<file path="src/rtl/core/sorted_primary_key_index_macros.svh">
// assertion macros for the sorted primary key index
`ifndef SORTED_PRIMARY_KEY_INDEX_MACROS_SVH
`define SORTED_PRIMARY_KEY_INDEX_MACROS_SVH

`ifndef SYNTHESIS
// same-cycle implication, sampled on the rising clock outside reset
`define SPKI_ASSERT_IMP(lbl, ante, cons) \
    lbl: assert property (@(posedge i_clk) disable iff (!i_rst_n) (ante) |-> (cons)) \
        else $error("spki assertion failed");
// next-cycle implication
`define SPKI_ASSERT_NXT(lbl, ante, cons) \
    lbl: assert property (@(posedge i_clk) disable iff (!i_rst_n) (ante) |=> (cons)) \
        else $error("spki assertion failed");
`else
`define SPKI_ASSERT_IMP(lbl, ante, cons)
`define SPKI_ASSERT_NXT(lbl, ante, cons)
`endif

`endif

</file>
<file path="src/rtl/core/spki_ram.sv">
// generic single write port, single read port ram with registered read
`timescale 1ns / 1ps
`default_nettype none

module spki_ram #(
    parameter int WIDTH = 8,
    parameter int DEPTH = 16
) (
    input  wire logic                     i_clk,
    input  wire logic                     i_wr_en,
    input  wire logic [$clog2(DEPTH)-1:0] i_wr_addr,
    input  wire logic [WIDTH-1:0]         i_wr_data,
    input  wire logic [$clog2(DEPTH)-1:0] i_rd_addr,
    output logic      [WIDTH-1:0]         o_rd_data
);

    logic [WIDTH-1:0] r_mem [DEPTH];

    always_ff @(posedge i_clk) begin
        if (i_wr_en) begin
            r_mem[i_wr_addr] <= i_wr_data;
        end
        o_rd_data <= r_mem[i_rd_addr];
    end

endmodule

`default_nettype wire

</file>
<file path="config.mk">
export PLATFORM = sky130hd
export DESIGN_NAME = spki_ram
export DESIGN_NICKNAME = d
export VERILOG_FILES = /design/src/rtl/core/sorted_primary_key_index_macros.svh /design/src/rtl/core/spki_ram.sv
export SDC_FILE = /design/constraint.sdc
export NUM_CORES = 1
export LEC_CHECK = 0
export BUFFER_PORTS_ARGS = -buffer_cell sky130_fd_sc_hd__buf_2
export CAP_MARGIN = 20
export CORE_ASPECT_RATIO = 0.6
export CORE_MARGIN = 2
export CORE_UTILIZATION = 45
export DETAILED_ROUTE_END_ITERATION = 7
export GPL_TIMING_DRIVEN = 0
export PLACE_DENSITY = 0.59
export SLEW_MARGIN = 30
export SYNTH_ARGS = -nofsm -noshare
export SYNTH_HDL_FRONTEND = slang
export SYNTH_SLANG_ARGS = --single-unit
export TNS_END_PERCENT = 50
</file>
<file path="constraint.sdc">
create_clock -name i_clk -period 4.55 [get_ports i_clk]
set_input_delay 0.2275 -clock i_clk [delete_from_list [all_inputs] [get_ports i_clk]]
set_output_delay 0.2275 -clock i_clk [all_outputs]
set_load 0.03 [all_outputs]
</file>
==> results.toml <==
[sta]
skew_ns = 0.004329
worst_slew_pin_slew_ns = 0.8883
finalCritPeriodShare_pct = 33.58
hold_violations = 0
setup-violations-final = 0
relSlewSlack_pct = 40.56
maxSlewViolCount = 0
period_minus_slack_ns = 1.528
finalSetupTns_ns = 0
fmax_mhz = 654.5
rsz0062_at_grt = "false"

[synthesis]
async_flop_share_pct = 0
yosys.area.top_type = "edfxtp_1"
synth_area_um2 = 5147
synthCells = 229
yosys_warnings = 0
ys_ff_latch = 136
ys_top_cells_by_area = "edfxtp_1 (75%), mux4_2 (7.9%), mux4_1 (7.1%)"
synth-edff-count = 128
synth_common_cells = "edfxtp_1 (128), mux4_2 (18), a22oi_1 (16), mux4_1 (14), nor2_1 (13)"
synth_nets = 247
ys_seq_area_share_pct = 77.78
synth_cell_type_count = 19
yosysMostFrequentCell = "edfxtp_1"
synth_top_area_share_pct = 74.67
avgSynthCellArea_um2 = 22.48
ys.flop_type = "edfxtp_1"

[clock_network]
post_cts_buffers = 0
cts_buffers = 17
clockBufferDepth = 2
clkSlewWorstSetupHoldPaths_ns = 0.06
cts_resized = 0
clk_latency_ns = 0.41
htreeDepth = 4
root_buffer = "clkbuf_16"
ctsHoldBuffers = 0
cts_tree = "built"
clock_sinks = 136

[setup_path]
cp_data_required_time_ns = 4.59
crit_arrival_ns = 1.57
path_max_fanout = 8
reg2reg_from = "r_mem[0][1]$_DFFE_PP_"
end_kind = "flip-flop"
reg2reg_slack_ns = 3.10
r2r_end = "o_rd_data[1]$_DFF_P_"
cp-start-kind = "input port"
ff2ff_path_depth = 3
path_class = "in2reg"

[placement]
portBuffers = 24
place_hpwl_um = 6507
placed_cells = 397
gp_congestion = 0.7820

[route]
vias_per_cell = 5.443
num_vias = 2335
detail_route.wl_per_cell_um = 23.65
antenna_left = 0
first_pass_iters = 4
remaining_drc_errors = 0
drt_wl_total_um = 10140
drt_iter0_drc = 255

[finish]
fin_nets = 290
area_growth_pct = 18.55
fin_cells = 429
drive_gt1_share_pct = 29.82
antenna_cells = 0

[floorplan]
dieHeight_um = 86.85
die_area_um2 = 12340
fp.coreArea_um2 = 11220
start_util_pct = 45.86
num_io_pins = 26
die_w_um = 142.1
rows = 30

[global_routing]
grt.overflow.total = 0
grt_pass1_wl_um = 14810
met2_usage_pct = 25.25
grt_use_met1_pct = 27.14
grtUsageMet3_pct = 5.193
grt_max_degree = 17
grt_most_used_layer = "met1"
antenna_found_initial = 0
grt_pass1_vias = 2320
grtUsageTotal_pct = 17.89

[pwr]
ir_worst_vdd_mv = 0.2803
static-leakage-power_nw = 2.050
cellPowerDensity_nw_per_um2 = 496.7

[status]
status = "finished, final reports clean"

[min_path]
hold_end = "r_mem[6][6]$_DFFE_PP_"
min_from = "i_wr_data[6]"
min_path_cells = 1
min_path_type = "in2reg"

[flow_run]
drv_cap = 0
-- power breakdown --
group	internal [mW]	switching [mW]	leakage (nW)	total, mW
Combinational	0.0561	0.0962	0.520	0.152
Clock	0.966	0.505	0.306	1.47
Sequential	1.40	0.00658	1.22	1.41
Total	2.42	0.608	2.05	3.03
-- logic make-up after synthesis --
family | share of synthesized area [%]
AOI/OAI and AO/OA | 2.334
buffers and inverters | 1.677
DFF | 77.78
muxes | 15.02
and+or+nand+nor | 3.184
-- cell type report --
type	instances	area, µm²
Clock inverter	14	205.2
Multi-Input combinational cell	83	1077
Sequential cell	136	4004
Fill cell	859	5121
Tap cell	144	180.2
Clock buffer	18	429.2
Timing Repair Buffer	24	120.1
Buffer	10	86.33
-- stage by stage --
step	instance area (µm²)	hold slack, ns	total power [mW]	setup slack [ns]	utilization (%)
final	6102	0.2231	3.031	3.022	54.37
after global placement	5448	0.6396	1.584	2.208	48.54
after global routing	6102	0.2188	3.116	2.983	54.37
after floorplan	5147	0.3264	1.520	2.830	-
after detailed placement	5468	0.6488	1.587	2.572	48.72
after CTS	6102	0.2139	3.047	3.002	54.37
-- critical path: stages --
cell	delay, ns
buf_2	0.12
or3b_2	0.51
nor2_1	0.70
-- worst max path at each step --
stage / startpoint / endpoint / slack [ns]
5_1_grt: i_wr_addr[2] / r_mem[2][6]$_DFFE_PP_ / 2.98
6_report: i_wr_addr[2] / r_mem[2][5]$_DFFE_PP_ / 3.02
3_3_place_gp: i_wr_addr[2] / r_mem[0][7]$_DFFE_PP_ / 2.21
2_1_floorplan: i_wr_addr[2] / r_mem[0][0]$_DFFE_PP_ / 2.83
3_5_place_dp: i_wr_addr[2] / r_mem[2][1]$_DFFE_PP_ / 2.57
4_1_cts: i_wr_addr[2] / r_mem[2][1]$_DFFE_PP_ / 3.00
-- placed cells by master, fill, tap and decap left out --
cell type,n
a22oi_1,16
and2_1,1
and2b_1,1
buf_2,27
buf_4,1
buf_6,3
bufinv_16,5
clkbuf_1,1
clkbuf_16,17
clkdlybuf4s25_2,3
clkinv_1,3
clkinv_2,2
clkinv_4,3
clkinvlp_4,1
dfxtp_1,8
edfxtp_1,128
mux4_1,14
mux4_2,18
nand2_1,9
nand2b_1,2
nand3_1,1
nand3b_1,2
nor2_1,13
nor2b_1,1
nor3_2,4
or3b_2,1
-- registers in the layout, summed over array words and instances, names as in the netlist --
name       cells
o_rd_data      8
r_mem        128
-- layer usage --
metal	up-vias	share of wire (%)
met1	1204	49
met3	10	5.8
met4	0	0.68
met5	-	0
met2	58	45
li1	1063	-
Note: power is estimated with default switching activity, not from simulation.
