--- config.mk ---
export PLATFORM = sky130hd
export DESIGN_NAME = spki_ctrl
export DESIGN_NICKNAME = d
export VERILOG_FILES = /design/src/rtl/core/sorted_primary_key_index_macros.svh /design/src/rtl/core/spki_pkg.sv /design/src/rtl/core/spki_ctrl.sv
export SDC_FILE = /design/constraint.sdc
export NUM_CORES = 1
export LEC_CHECK = 0
export BUFFER_PORTS_ARGS = -buffer_cell sky130_fd_sc_hd__clkbuf_2
export CAP_MARGIN = 20
export CORE_AREA = 2 2 180 182
export CTS_BUF_LIST = sky130_fd_sc_hd__clkbuf_4
export CTS_CLUSTER_DIAMETER = 200
export DETAILED_ROUTE_END_ITERATION = 10
export DIE_AREA = 0 0 182 184
export GPL_TIMING_DRIVEN = 0
export MAX_ROUTING_LAYER = met4
export PLACE_DENSITY_LB_ADDON = 0.05
export SLEW_MARGIN = 20
export SYNTH_ARGS = -nofsm -noshare
export SYNTH_HDL_FRONTEND = slang
export SYNTH_SLANG_ARGS = --single-unit
--- constraint.sdc ---
create_clock -name i_clk -period 7.7 [get_ports i_clk]
set_input_delay 1.925 -clock i_clk [delete_from_list [all_inputs] [get_ports i_clk]]
set_output_delay 1.925 -clock i_clk [all_outputs]
set_load 0.01 [all_outputs]
--- src/rtl/core/sorted_primary_key_index_macros.svh ---
// assertion macros for the sorted primary key index
`ifndef SORTED_PRIMARY_KEY_INDEX_MACROS_SVH
`define SORTED_PRIMARY_KEY_INDEX_MACROS_SVH

`ifndef SYNTHESIS
// same-cycle implication, sampled on the rising clock outside reset
`define SPKI_ASSERT_IMP(lbl, ante, cons) \
    lbl: assert property (@(posedge i_clk) disable iff (!i_rst_n) (ante) |-> (cons)) \
        else $error("spki assertion failed");
// next-cycle implication
`define SPKI_ASSERT_NXT(lbl, ante, cons) \
    lbl: assert property (@(posedge i_clk) disable iff (!i_rst_n) (ante) |=> (cons)) \
        else $error("spki assertion failed");
`else
`define SPKI_ASSERT_IMP(lbl, ante, cons)
`define SPKI_ASSERT_NXT(lbl, ante, cons)
`endif

`endif

--- src/rtl/core/spki_pkg.sv ---
// types, constants and helpers shared by the sorted index table
`timescale 1ns / 1ps
`default_nettype none

package spki_pkg;

    localparam int TABLE_DEPTH = 64;
    localparam int KEY_BYTES   = 12;

    localparam int AW    = $clog2(TABLE_DEPTH);
    localparam int CW    = $clog2(TABLE_DEPTH + 1);
    localparam int KEY_W = 96;
    localparam int OFF_W = 32;
    localparam int RAM_W = KEY_W + OFF_W;

    localparam logic [1:0] KIND_INSERT = 2'd0;
    localparam logic [1:0] KIND_DELETE = 2'd1;
    localparam logic [1:0] KIND_LOOKUP = 2'd2;

    localparam logic [1:0] ST_OK        = 2'd0;
    localparam logic [1:0] ST_NOT_FOUND = 2'd1;
    localparam logic [1:0] ST_DUPLICATE = 2'd2;
    localparam logic [1:0] ST_FULL      = 2'd3;

    typedef struct packed {
        logic [1:0]  kind;
        logic [63:0] key_head;
        logic [31:0] key_tail;
        logic [31:0] record_offset;
    } t_req;

    typedef struct packed {
        logic [1:0]  status;
        logic [5:0]  position;
        logic [31:0] found_offset;
        logic [6:0]  entries_used;
    } t_rsp;

    typedef struct packed {
        logic             wr_en;
        logic [AW-1:0]    wr_addr;
        logic [RAM_W-1:0] wr_data;
        logic [AW-1:0]    rd_addr;
    } t_ram_cmd;

    typedef struct packed {
        logic          busy;
        logic          done;
        logic [CW-1:0] count;
    } t_ctl_stat;

    // clear bytes beyond the key length and everything after the first zero byte
    function automatic logic [KEY_W-1:0] norm_key(input logic [KEY_W-1:0] raw);
        logic [KEY_W-1:0] res;
        logic             ended;
        logic [7:0]       b;
        res   = '0;
        ended = 1'b0;
        for (int i = 0; i < KEY_W / 8; i++) begin
            b = raw[KEY_W-1-8*i -: 8];
            if (i >= KEY_BYTES || ended) begin
                b = 8'd0;
            end
            if (b == 8'd0) begin
                ended = 1'b1;
            end
            res[KEY_W-1-8*i -: 8] = b;
        end
        return res;
    endfunction

endpackage

`default_nettype wire

--- src/rtl/core/spki_ctrl.sv ---
// sequencer: binary search, hit probe and entry shifting over the table ram
`timescale 1ns / 1ps
`default_nettype none

module spki_ctrl
    import spki_pkg::*;
(
    input  wire logic             i_clk,
    input  wire logic             i_rst_n,
    input  wire logic             i_req_valid,
    input  wire t_req             i_req,
    input  wire logic             i_rsp_stall,
    input  wire logic [RAM_W-1:0] i_rd_data,
    output t_ram_cmd              o_ram,
    output t_ctl_stat             o_stat,
    output t_rsp                  o_rsp
);

    typedef enum logic [3:0] {
        S_IDLE, S_SRCH, S_CMP, S_PROBE, S_ACT,
        S_UP_RD, S_UP_WR, S_DN_RD, S_DN_WR, S_DONE
    } t_state;

    t_state           r_state, n_state;
    logic [CW-1:0]    r_count, n_count;
    logic [CW-1:0]    r_lo, n_lo;
    logic [CW-1:0]    r_hi, n_hi;
    logic [CW-1:0]    r_idx, n_idx;
    logic [AW-1:0]    r_mid, n_mid;
    logic [1:0]       r_kind, n_kind;
    logic [KEY_W-1:0] r_key, n_key;
    logic [OFF_W-1:0] r_off, n_off;
    logic             r_hit, n_hit;
    logic [OFF_W-1:0] r_probe_off, n_probe_off;
    logic [1:0]       r_status, n_status;
    logic [AW-1:0]    r_pos, n_pos;
    logic [OFF_W-1:0] r_found, n_found;

    logic [CW:0]      w_sum;
    logic [CW-1:0]    w_idx_dec;
    logic [CW-1:0]    w_idx_inc;
    logic [KEY_W-1:0] w_rd_key;
    logic [OFF_W-1:0] w_rd_off;

    assign w_sum     = {1'b0, r_lo} + {1'b0, r_hi};
    assign w_idx_dec = r_idx - CW'(1);
    assign w_idx_inc = r_idx + CW'(1);
    assign w_rd_key  = i_rd_data[RAM_W-1:OFF_W];
    assign w_rd_off  = i_rd_data[OFF_W-1:0];

    always_comb begin
        n_state     = r_state;
        n_count     = r_count;
        n_lo        = r_lo;
        n_hi        = r_hi;
        n_idx       = r_idx;
        n_mid       = r_mid;
        n_kind      = r_kind;
        n_key       = r_key;
        n_off       = r_off;
        n_hit       = r_hit;
        n_probe_off = r_probe_off;
        n_status    = r_status;
        n_pos       = r_pos;
        n_found     = r_found;
        o_ram       = '0;
        case (r_state)
            S_IDLE: begin
                if (i_req_valid) begin
                    n_kind  = i_req.kind;
                    n_key   = norm_key({i_req.key_head, i_req.key_tail});
                    n_off   = i_req.record_offset;
                    n_lo    = '0;
                    n_hi    = r_count;
                    n_state = S_SRCH;
                end
            end
            S_SRCH: begin
                if (r_lo < r_hi) begin
                    n_mid         = w_sum[AW:1];
                    o_ram.rd_addr = w_sum[AW:1];
                    n_state       = S_CMP;
                end else begin
                    o_ram.rd_addr = r_lo[AW-1:0];
                    n_state       = S_PROBE;
                end
            end
            S_CMP: begin
                if (w_rd_key < r_key) begin
                    n_lo = CW'(r_mid) + CW'(1);
                end else begin
                    n_hi = CW'(r_mid);
                end
                n_state = S_SRCH;
            end
            S_PROBE: begin
                n_hit       = (r_lo < r_count) && (w_rd_key == r_key);
                n_probe_off = w_rd_off;
                n_state     = S_ACT;
            end
            S_ACT: begin
                n_status = ST_NOT_FOUND;
                n_pos    = '0;
                n_found  = '0;
                n_state  = S_DONE;
                case (r_kind)
                    KIND_INSERT: begin
                        if (r_hit) begin
                            n_status = ST_DUPLICATE;
                            n_pos    = r_lo[AW-1:0];
                        end else if (r_count >= CW'(TABLE_DEPTH)) begin
                            n_status = ST_FULL;
                        end else begin
                            n_idx   = r_count;
                            n_state = S_UP_RD;
                        end
                    end
                    KIND_DELETE: begin
                        if (r_hit) begin
                            n_idx   = r_lo;
                            n_state = S_DN_RD;
                        end
                    end
                    KIND_LOOKUP: begin
                        if (r_hit) begin
                            n_status = ST_OK;
                            n_pos    = r_lo[AW-1:0];
                            n_found  = r_probe_off;
                        end
                    end
                    default: begin
                        n_status = ST_NOT_FOUND;
                    end
                endcase
            end
            S_UP_RD: begin
                if (r_idx > r_lo) begin
                    o_ram.rd_addr = w_idx_dec[AW-1:0];
                    n_state       = S_UP_WR;
                end else begin
                    o_ram.wr_en   = 1'b1;
                    o_ram.wr_addr = r_lo[AW-1:0];
                    o_ram.wr_data = {r_key, r_off};
                    n_count       = r_count + CW'(1);
                    n_status      = ST_OK;
                    n_pos         = r_lo[AW-1:0];
                    n_state       = S_DONE;
                end
            end
            S_UP_WR: begin
                o_ram.wr_en   = 1'b1;
                o_ram.wr_addr = r_idx[AW-1:0];
                o_ram.wr_data = i_rd_data;
                n_idx         = w_idx_dec;
                n_state       = S_UP_RD;
            end
            S_DN_RD: begin
                if (w_idx_inc < r_count) begin
                    o_ram.rd_addr = w_idx_inc[AW-1:0];
                    n_state       = S_DN_WR;
                end else begin
                    n_count  = r_count - CW'(1);
                    n_status = ST_OK;
                    n_pos    = r_lo[AW-1:0];
                    n_state  = S_DONE;
                end
            end
            S_DN_WR: begin
                o_ram.wr_en   = 1'b1;
                o_ram.wr_addr = r_idx[AW-1:0];
                o_ram.wr_data = i_rd_data;
                n_idx         = w_idx_inc;
                n_state       = S_DN_RD;
            end
            S_DONE: begin
                if (!i_rsp_stall) begin
                    n_state = S_IDLE;
                end
            end
            default: begin
                n_state = S_IDLE;
            end
        endcase
    end

    always_ff @(posedge i_clk) begin
        if (!i_rst_n) begin
            r_state <= S_IDLE;
            r_count <= '0;
        end else begin
            r_state <= n_state;
            r_count <= n_count;
        end
        r_lo        <= n_lo;
        r_hi        <= n_hi;
        r_idx       <= n_idx;
        r_mid       <= n_mid;
        r_kind      <= n_kind;
        r_key       <= n_key;
        r_off       <= n_off;
        r_hit       <= n_hit;
        r_probe_off <= n_probe_off;
        r_status    <= n_status;
        r_pos       <= n_pos;
        r_found     <= n_found;
    end

    assign o_stat.busy  = (r_state != S_IDLE);
    assign o_stat.done  = (r_state == S_DONE);
    assign o_stat.count = r_count;

    assign o_rsp.status       = r_status;
    assign o_rsp.position     = 6'(r_pos);
    assign o_rsp.found_offset = r_found;
    assign o_rsp.entries_used = 7'(r_count);

endmodule

`default_nettype wire

==> results.sh, run 1 <==
export IMPL_area_delta_synth_final_pct=26.3
export IMPL_p_leak_nw=8.40
export IMPL_yosysSeqAreaShare_pct=49.8
export IMPL_ys_warnings_count=0
export IMPL_power_density_nw_per_um2=182
export IMPL_rsz0062_at_grt="no"
export IMPL_drc=0
export IMPL_slew_headroom_pct=37.5
export IMPL_grt_pass1_vias=11900
export IMPL_critPathKind="reg2out"
export IMPL_path_max_fanout=10
export IMPL_hp_class="reg2reg"
export IMPL_cp_end_kind="output pin"
export IMPL_period_needed_ps=6030
export IMPL_yosysUniqueCellTypes=68
export IMPL_use_met2_pct=43.7
export IMPL_syn_area_um2=14300
export IMPL_use_met3_pct=7.29
export IMPL_fmax_mhz=166
export IMPL_setup_viol=0
export IMPL_drive_gt1_share_pct=35.0
export IMPL_hold_viol_final=0
export IMPL_grt_max_degree=71
export IMPL_drt_pass1_iter_count=5
export IMPL_final_antenna_net_count=0
export IMPL_syn_area_per_cell_um2=11.3
export IMPL_outcome="finished, final reports clean"
export IMPL_r2r_slack_ps=4340
export IMPL_place_congestion=0.898
export IMPL_most_common_layout_cells="clkbuf_2 (458), edfxtp_1 (230), inv_1 (139)"
export IMPL_r2r_cells=9
export IMPL_final_period_utilization_pct=78.4
export IMPL_clkTransAtPathRegs_ps=60
export IMPL_pin_count=459
export IMPL_hold_buffers=0
export IMPL_ir_worst_vdd_mv=0.0874
export IMPL_timing_rr_end="r_hi[1]"
export IMPL_whs_path_depth=1
export IMPL_power_total_mw=3.29
export IMPL_syn_num_nets=1667
export IMPL_busiest_layer="met2"
export IMPL_ys_ff_latch=241
export IMPL_dp_hpwl_um=36100
export IMPL_worstSetupEndpoint="o_ram[122]"
export IMPL_synthFlopType="edfxtp_1"
export IMPL_drv_slew=0
export IMPL_synth_edf_count=230
export IMPL_wire_per_inst_um=19.7
export IMPL_cts_resized=0
export IMPL_viasPerCell=5.36
export IMPL_start_util_pct=45.6
export IMPL_die_x_um=182
export IMPL_hold_start="r_probe_off[30]"
export IMPL_drt_iter0_drc=683
export IMPL_wl_um=44700
export IMPL_layout_commonest_cell="clkbuf_2"
export IMPL_fp_row_count=65
export IMPL_postSynth_asyncResetShare_pct=0
export IMPL_die_h_um=184
export IMPL_r2r_start="r_key[77]"
export IMPL_fin_nets=2206
export IMPL_portBuffers=458
export IMPL_fin_util_pct=57.6
export IMPL_cts_path_max_buffers=3
export IMPL_tns_ps=0
export IMPL_cts_tree="built"
export IMPL_cts_made_buffers=70
export IMPL_antenna_found_initial=15
export IMPL_netlist_instances=1269
export IMPL_met1_usage_pct=31.6
export IMPL_drv_cap=0
export IMPL_start_kind="register"
export IMPL_via_count=12200
export IMPL_htreeDepth=3
export IMPL_dieArea_um2=33500
export IMPL_core_um2=31400
export IMPL_required_ps=5780
export IMPL_grt_overflow=0
export IMPL_worst_pin_slew_ps=935
export IMPL_cts_root_buf="clkbuf_4"
export IMPL_cts_setup_buffers=0
export IMPL_clock_sinks=241
export IMPL_fill_cells=2846
export IMPL_crit_arrival_ps=4110
export IMPL_clk_latency_ps=690
export IMPL_grt_usage_pct=27.0
export IMPL_hold_ws_ps=504
export IMPL_grt_pass1_wl_um=66200
export IMPL_worstSetupStartpoint="r_lo[1]"
export IMPL_finalClockSkew_ps=50.0
-- metrics by stage --
stage                     std cells  worst slack [ps]  area (µm²)
after floorplan                1269              2680       14300
after global placement         2129              1270       17100
after detailed placement       2138              2350       17200
after CTS                      2253              1580       18000
after global routing           2268              1290       18100
final                          2269              1670       18100
-- final cells by class --
type                       count  area (µm²)  area share [%]
multi-input combinational    829        6400            35.4
clock buffer                  94         706            3.90
clock inverter                21         111           0.616
inverter                     140         533            2.95
antenna                       16        40.0           0.221
tap                          402         503            2.78
timing repair buffer         467        2380            13.1
buffer                        59         289            1.60
sequential                   241        7130            39.4
-- registers in the layout, summed over array words and instances (netlist names) --
signal / count
r_key: 96
r_found: 32
r_off: 32
r_probe_off: 32
r_count: 7
r_hi: 7
r_idx: 7
r_lo: 7
r_mid: 6
r_pos: 6
r_state: 4
r_kind: 2
r_status: 2
r_hit: 1
-- worst min-delay path by stage --
| stage | slack, ps | endpoint |
|---|---|---|
| after floorplan | 500 | r_found[0] |
| after global placement | 500 | r_found[10] |
| after detailed placement | 500 | r_found[30] |
| after CTS | 490 | r_found[30] |
| after global routing | 520 | r_found[30] |
| final | 500 | r_found[30] |
-- power by group --
group / switching (mW) / internal, mW / leakage, nW
clock network: 0.534 / 0.597 / 0.498
registers: 0.0589 / 1.56 / 2.27
logic: 0.306 / 0.227 / 5.63
total: 0.899 / 2.39 / 8.40
-- cells in the mapped netlist (all sizes together) (23+ instances only) --
| cell | instances | area share [%] |
|---|---|---|
| edfxtp | 230 | 48 |
| inv | 140 | 3.7 |
| a22o | 135 | 8.3 |
| ha | 134 | 12 |
| and2 | 96 | 4.2 |
| a21oi | 58 | 2.0 |
| nand2 | 53 | 1.4 |
| nor2 | 40 | 1.1 |
| and3 | 37 | 1.9 |
| o21ai | 33 | 1.2 |
| clkbuf | 32 | 0.84 |
| nor4 | 29 | 1.4 |
| buf | 27 | 1.2 |
| nand4 | 23 | 1.0 |
-- routing by layer --
layer,wire length (µm),vias up
met3,3440,86
met1,18000,5679
met5,0,-
met2,21900,495
li1,-,5903
met4,1290,0
-- cells by family (layout without fill, tap and decap cells) --
family / after synthesis / in the layout / synth area share (%)
AND/OR/NAND/NOR: 344 / 344 / 13.7
AO/OA/AOI/OAI: 311 / 311 / 16.4
flip-flops: 241 / 241 / 49.8
buffers and inverters: 199 / 781 / 5.69
adder cells (fa/ha/maj): 136 / 136 / 12.0
XOR/XNOR: 22 / 22 / 1.35
multiplexers: 16 / 16 / 1.17
other: 0 / 16 / 0
-- worst max-delay path: stages, from the launching register on --
cell	delay, ps
edfxtp_1	600
inv_1	120
ha_1	320
nor2b_1	140
o21a_1	160
o21bai_1	180
a31oi_1	240
nor2_2	580
buf_2	370
buf_2	280
a22o_1	270
clkbuf_2	180
(Power assumes the default switching activity.)
==> run 2, diff against run 1 <==
--- a/config.mk
+++ b/config.mk
@@ -7,11 +7,11 @@
 export LEC_CHECK = 0
 export BUFFER_PORTS_ARGS = -buffer_cell sky130_fd_sc_hd__clkbuf_2
 export CAP_MARGIN = 20
-export CORE_AREA = 2 2 180 182
+export CORE_AREA = 2 2 176 178
 export CTS_BUF_LIST = sky130_fd_sc_hd__clkbuf_4
 export CTS_CLUSTER_DIAMETER = 200
 export DETAILED_ROUTE_END_ITERATION = 10
-export DIE_AREA = 0 0 182 184
+export DIE_AREA = 0 0 178 180
 export GPL_TIMING_DRIVEN = 0
 export MAX_ROUTING_LAYER = met4
 export PLACE_DENSITY_LB_ADDON = 0.05
==> constraint.sdc (replaced) <==
create_clock -name i_clk -period 5.5 [get_ports i_clk]
set_input_delay 1.375 -clock i_clk [delete_from_list [all_inputs] [get_ports i_clk]]
set_output_delay 1.375 -clock i_clk [all_outputs]
set_load 0.01 [all_outputs]
==> run 2 against run 1 <==
Register-to-register slack got worse by 2100 ps. Sequential power increased by 40%. Routed wire length increased by 0.46%. First-iteration DRC count increased by 2.8%. Clock skew increased by 29 ps. Count of clock-buffer cells in the layout decreased by 4. Die area decreased by 4.3%. Worst hold slack got worse by 6.3 ps. Sequential share of layout area increased by 0.076 points. Via count decreased by 0.19%. Core utilization increased by 2.2 points.
==> results.sh, run 2 (same netlist as run 1, synthesis figures left out) <==
export IMPL_r2r_start="r_idx[1]"
export IMPL_hold_ws_ps=498
export IMPL_die_h_um=180
export IMPL_pin_count=459
export IMPL_antenna_found_initial=12
export IMPL_drt_pass1_iter_count=7
export IMPL_cp_end_kind="output pin"
export IMPL_drc=0
export IMPL_drt_iter0_drc=702
export IMPL_power_density_nw_per_um2=253
export IMPL_clock_sinks=241
export IMPL_tns_ps=0
export IMPL_core_um2=30200
export IMPL_cts_root_buf="clkbuf_4"
export IMPL_grt_max_degree=77
export IMPL_setup_viol=0
export IMPL_r2r_slack_ps=2230
export IMPL_dp_hpwl_um=36200
export IMPL_final_cells=2257
export IMPL_via_count=12100
export IMPL_seq_power_share_pct=49.6
export IMPL_cts_tree="built"
export IMPL_drv_slew=0
export IMPL_wire_per_inst_um=19.9
export IMPL_combPwrFrac_pct=16.3
export IMPL_grt_pass1_wl_um=66800
export IMPL_path_max_fanout=10
export IMPL_die_x_um=178
export IMPL_most_common_layout_cells="clkbuf_2 (459), edfxtp_1 (230), inv_1 (139)"
export IMPL_hold_buffers=0
export IMPL_outcome="finished, final reports clean"
export IMPL_critPathKind="reg2out"
export IMPL_fmax_mhz=191
export IMPL_p_sw_mw=1.30
export IMPL_final_period_utilization_pct=95.4
export IMPL_area_delta_synth_final_pct=26.1
export IMPL_largest_reg_flops=96
export IMPL_final_antenna_net_count=0
export IMPL_p_clk_share_pct=34.1
export IMPL_grt_usage_pct=28.5
export IMPL_htreeDepth=3
export IMPL_clkTransAtPathRegs_ps=70
export IMPL_fp_row_count=64
export IMPL_fill_cells=2691
export IMPL_worst_path_largest_cell_delay_ps=600
export IMPL_cp_cell_sequence="inv_1 -> ha_1 -> nor2b_1 -> o21a_1 -> o21bai_1 -> a31oi_1 -> nor2_4 -> buf_2 -> buf_2 -> a22o_1 -> clkbuf_2"
export IMPL_grt_pass1_vias=11900
export IMPL_r2r_cells=11
export IMPL_hold_start="r_probe_off[0]"
export IMPL_period_needed_ps=5250
export IMPL_power_total_mw=4.57
export IMPL_p_int_mw=3.28
export IMPL_cts_path_max_buffers=3
export IMPL_cts_made_buffers=68
export IMPL_largest_register="r_key"
export IMPL_fin_nets=2203
export IMPL_layout_commonest_cell="clkbuf_2"
export IMPL_slew_headroom_pct=23.1
export IMPL_hold_viol_final=0
export IMPL_dpl_cell_count=2132
export IMPL_hp_class="reg2reg"
export IMPL_start_util_pct=47.4
export IMPL_drive_gt1_share_pct=34.9
export IMPL_portBuffers=458
export IMPL_top_layer_used="met4"
export IMPL_finalClockSkew_ps=79.3
export IMPL_dieArea_um2=32000
export IMPL_met1Wirelength_um=17800
export IMPL_worst_pin_slew_ps=1150
export IMPL_crit_top_cell="buf_2"
export IMPL_start_kind="register"
export IMPL_viasPerCell=5.38
export IMPL_seq_area_um2=7130
export IMPL_whs_endpoint="r_found[0]"
export IMPL_wl_um=44900
export IMPL_whs_path_depth=1
export IMPL_swShare_pct=28.4
export IMPL_multiInputGateArea_um2=6410
export IMPL_timing_rr_end="r_status[1]"
export IMPL_crit_slowest_cell="edfxtp_1"
export IMPL_required_ps=4120
export IMPL_grt_overflow=0
export IMPL_place_congestion=0.956
export IMPL_p_leak_nw=8.36
export IMPL_ir_worst_vdd_mv=0.160
export IMPL_wl_met3_um=3690
export IMPL_wl_met2_um=21900
export IMPL_clk_latency_ps=700
export IMPL_crit_arrival_ps=3870
export IMPL_drv_cap=0
-- run 2: worst max-delay path by stage --
| stage | start | end | slack (ps) |
|---|---|---|---|
| CTS | r_idx[0] | o_ram[3] | 110 |
| global placement | i_req_valid | r_key[67] | -350 |
| finish | r_lo[1] | o_ram[121] | 250 |
| floorplan | i_req_valid | r_key[0] | 1030 |
| global route | r_lo[5] | o_ram[121] | -6 |
| detailed placement | r_lo[1] | o_ram[121] | 710 |
-- run 2: power groups by stage --
stage | Clock, mW | Sequential, mW | Combinational (mW)
global route | 1.71 | 2.28 | 0.843
floorplan | 0 | 2.29 | 0.453
CTS | 1.60 | 2.27 | 0.746
detailed placement | 0 | 2.31 | 0.743
finish | 1.56 | 2.27 | 0.745
global placement | 0 | 2.32 | 0.712
-- run 2: critical path: cells and delay by family (launching register included) --
kind | cells | cell delay [ps]
buffers and inverters | 4 | 890
AOI/OAI and AO/OA | 4 | 820
DFF | 1 | 600
and+or+nand+nor | 2 | 560
adders and majority gates | 1 | 310
-- run 2: routing by layer --
layer	vias up	GRT usage, %
li1	5904	-
met1	5654	33.5
met2	485	45.5
met3	97	7.80
met4	0	12.5
met5	-	-
-- run 2: layout make-up --
type | count | area share [%]
Clock buffer | 90 | 3.74
Multi-Input combinational cell | 829 | 35.5
Timing Repair Buffer | 467 | 13.2
Sequential cell | 241 | 39.5
Buffer | 58 | 1.59
Inverter | 140 | 2.95
Antenna cell | 12 | 0.166
Clock inverter | 24 | 0.686
Tap cell | 396 | 2.74
-- run 2: metrics by stage --
| stage | instance area, µm² | worst slack, ps | util, % |
|---|---|---|---|
| after floorplan | 14300 | 1030 | - |
| after global placement | 17100 | -353 | 56.7 |
| after detailed placement | 17200 | 705 | 57.0 |
| after CTS | 18000 | 115 | 59.7 |
| after global routing | 18100 | -6.33 | 59.8 |
| final | 18100 | 254 | 59.8 |
-- run 2: repair_timing --
| action | 4_1_cts | 5_1_grt |
|---|---|---|
| resized for setup | 1 | 2 |
| setup endpoints to repair | 3 | 3 |
| setup buffers | 0 | 0 |
| pin swaps | 0 | 0 |
==> run 3, diff against run 2 <==
--- a/config.mk
+++ b/config.mk
@@ -7,11 +7,11 @@
 export LEC_CHECK = 0
 export BUFFER_PORTS_ARGS = -buffer_cell sky130_fd_sc_hd__clkbuf_2
 export CAP_MARGIN = 20
-export CORE_AREA = 2 2 176 178
+export CORE_ASPECT_RATIO = 0.6
+export CORE_UTILIZATION = 48
 export CTS_BUF_LIST = sky130_fd_sc_hd__clkbuf_4
 export CTS_CLUSTER_DIAMETER = 200
 export DETAILED_ROUTE_END_ITERATION = 10
-export DIE_AREA = 0 0 178 180
 export GPL_TIMING_DRIVEN = 0
 export MAX_ROUTING_LAYER = met4
 export PLACE_DENSITY_LB_ADDON = 0.05
==> run 3 against run 2 <==
Critical path depth unchanged. Critical path type unchanged. Die area down 4.7%. Largest power group unchanged. First-iteration DRC count up 41%. Design area about the same. Highest routed layer unchanged. Power down 0.44%. Register-to-register slack better by 30 ps. Non-clock buffer count up 3. Sequential power about the same. Count of clock-buffer cells in the layout unchanged. Routed wire length up 2.3%. Combinational power up 3.6%.
==> results.sh, run 3 (same netlist as run 1, synthesis figures left out) <==
export IMPL_outcome="finished, final reports clean"
export IMPL_fin_nets=2197
export IMPL_critPathTopFamily="buffers and inverters"
export IMPL_final_cells=2253
export IMPL_dp_hpwl_um=37000
export IMPL_cts_root_buf="clkbuf_4"
export IMPL_clk_latency_ps=770
export IMPL_grt_max_degree=79
export IMPL_whs_path_depth=1
export IMPL_most_common_layout_cells="clkbuf_2 (461), edfxtp_1 (230), inv_1 (139)"
export IMPL_hold_viol_final=0
export IMPL_r2r_cells=9
export IMPL_area_delta_synth_final_pct=26.0
export IMPL_busiest_layer="met2"
export IMPL_power_total_mw=4.55
export IMPL_drv_cap=0
export IMPL_dpl_cell_count=2137
export IMPL_fmax_mhz=192
export IMPL_htreeDepth=2
export IMPL_final_antenna_net_count=0
export IMPL_tns_ps=0
export IMPL_p_leak_nw=8.38
export IMPL_wire_per_inst_um=20.4
export IMPL_seq_area_um2=7130
export IMPL_cp_depth=11
export IMPL_met1_usage_pct=41.0
export IMPL_fill_cells=2532
export IMPL_via_count=12300
export IMPL_die_x_um=225
export IMPL_ir_worst_vdd_mv=0.120
export IMPL_grt_overflow=0
export IMPL_hold_buffers=0
export IMPL_setup_viol=0
export IMPL_drt_iter0_drc=989
export IMPL_finalClockSkew_ps=70.7
export IMPL_fin_ws_ps=301
export IMPL_required_ps=4120
export IMPL_rsz0062_at_grt="no"
export IMPL_cp_cell_sequence="inv_1 -> ha_1 -> nor2b_1 -> o21a_1 -> o21bai_1 -> a31oi_1 -> nor2_4 -> buf_2 -> buf_2 -> a22o_1 -> clkbuf_2"
export IMPL_fp_row_count=48
export IMPL_hp_class="reg2reg"
export IMPL_worst_path_largest_cell_delay_ps=510
export IMPL_drv_slew=0
export IMPL_place_ws_ps=723
export IMPL_pin_count=459
export IMPL_worst_path_buf_inv=4
export IMPL_dieArea_um2=30500
export IMPL_grt_pass1_vias=11500
export IMPL_cp_end_kind="output pin"
export IMPL_portBuffers=458
export IMPL_crit_arrival_ps=3820
export IMPL_drt_pass1_iter_count=5
export IMPL_start_kind="register"
export IMPL_wl_um=45900
export IMPL_clock_sinks=241
export IMPL_path_max_fanout=10
export IMPL_grt_pass1_wl_um=66600
export IMPL_largest_register="r_key"
export IMPL_core_um2=29000
export IMPL_critPathKind="reg2out"
export IMPL_start_util_pct=49.4
export IMPL_drive_gt1_share_pct=35.0
export IMPL_use_met2_pct=44.6
export IMPL_slew_headroom_pct=36.6
export IMPL_clkTransAtPathRegs_ps=70
export IMPL_cts_tree="built"
export IMPL_crit_top_cell="buf_2"
export IMPL_grt_usage_pct=30.2
export IMPL_power_density_nw_per_um2=252
export IMPL_antenna_found_initial=7
export IMPL_drc=0
export IMPL_crit_slowest_cell="edfxtp_1"
export IMPL_multiInputGateArea_um2=6410
export IMPL_worst_pin_slew_ps=947
export IMPL_period_needed_ps=5200
export IMPL_place_congestion=0.941
export IMPL_viasPerCell=5.47
export IMPL_layout_commonest_cell="clkbuf_2"
export IMPL_largest_reg_flops=96
export IMPL_cts_made_buffers=59
export IMPL_fin_util_pct=62.2
export IMPL_cts_path_max_buffers=3
export IMPL_use_met3_pct=6.05
export IMPL_final_period_utilization_pct=94.5
export IMPL_die_h_um=136
==> run 3: cell count changes in the layout (fill, tap and decap cells not counted), moves of 2 or more <==
cell,delta
clkbuf_1,-2
clkbuf_2,+2
diode_2,-5
buf_4,+2
clkinvlp_4,-3
==> run 3: power by group <==
part | switching [mW] | leakage (nW) | total (mW) | internal, mW
registers | 0.0837 | 2.27 | 2.27 | 2.18
logic | 0.448 | 5.66 | 0.772 | 0.324
clock network | 0.760 | 0.456 | 1.51 | 0.753
total | 1.29 | 8.38 | 4.55 | 3.26
==> run 3: metal layers <==
layer,part of all wire (%),vias to the layer above,routed length [µm]
met4,3.1,0,1430
met2,44,527,20400
met3,7.9,87,3640
li1,-,5890,-
met5,0,-,0
met1,45,5811,20500
==> run 3: layout make-up <==
type | count | area share (%)
clock buffers | 90 | 3.74
multi-input cells | 829 | 35.5
plain buffers | 58 | 1.60
clock inverters | 18 | 0.506
inverters | 140 | 2.95
well taps | 400 | 2.77
diodes | 7 | 0.0971
repair buffers | 470 | 13.3
flip-flops and latches | 241 | 39.5
==> run 3: repair_timing <==
action | 4_1_cts | 5_1_grt
setup buffers | 0 | 2
cloned | 0 | 0
setup endpoints to repair | 39 | 42
gates resized for setup | 2 | 6
pin swaps | 0 | 0
==> run 3: path summary, 6_finish.rpt <==
kind / slack [ps] / startpoint / end
setup / recovery: 300 / r_lo[1] / o_ram[138]
hold / removal: 520 / r_probe_off[0] / r_found[0]
setup reg to reg: 2260 / r_key[79] / r_hi[4]
hold reg to reg: 520 / r_probe_off[0] / r_found[0]
==> run 3: stage by stage <==
| stage | instance area [µm²] | hold WS (ps) |
|---|---|---|
| 2_1_floorplan | 14300 | 497 |
| 3_3_place_gp | 17100 | 500 |
| 3_5_place_dp | 17200 | 504 |
| 4_1_cts | 18000 | 519 |
| 5_1_grt | 18000 | 529 |
| 6_report | 18000 | 515 |
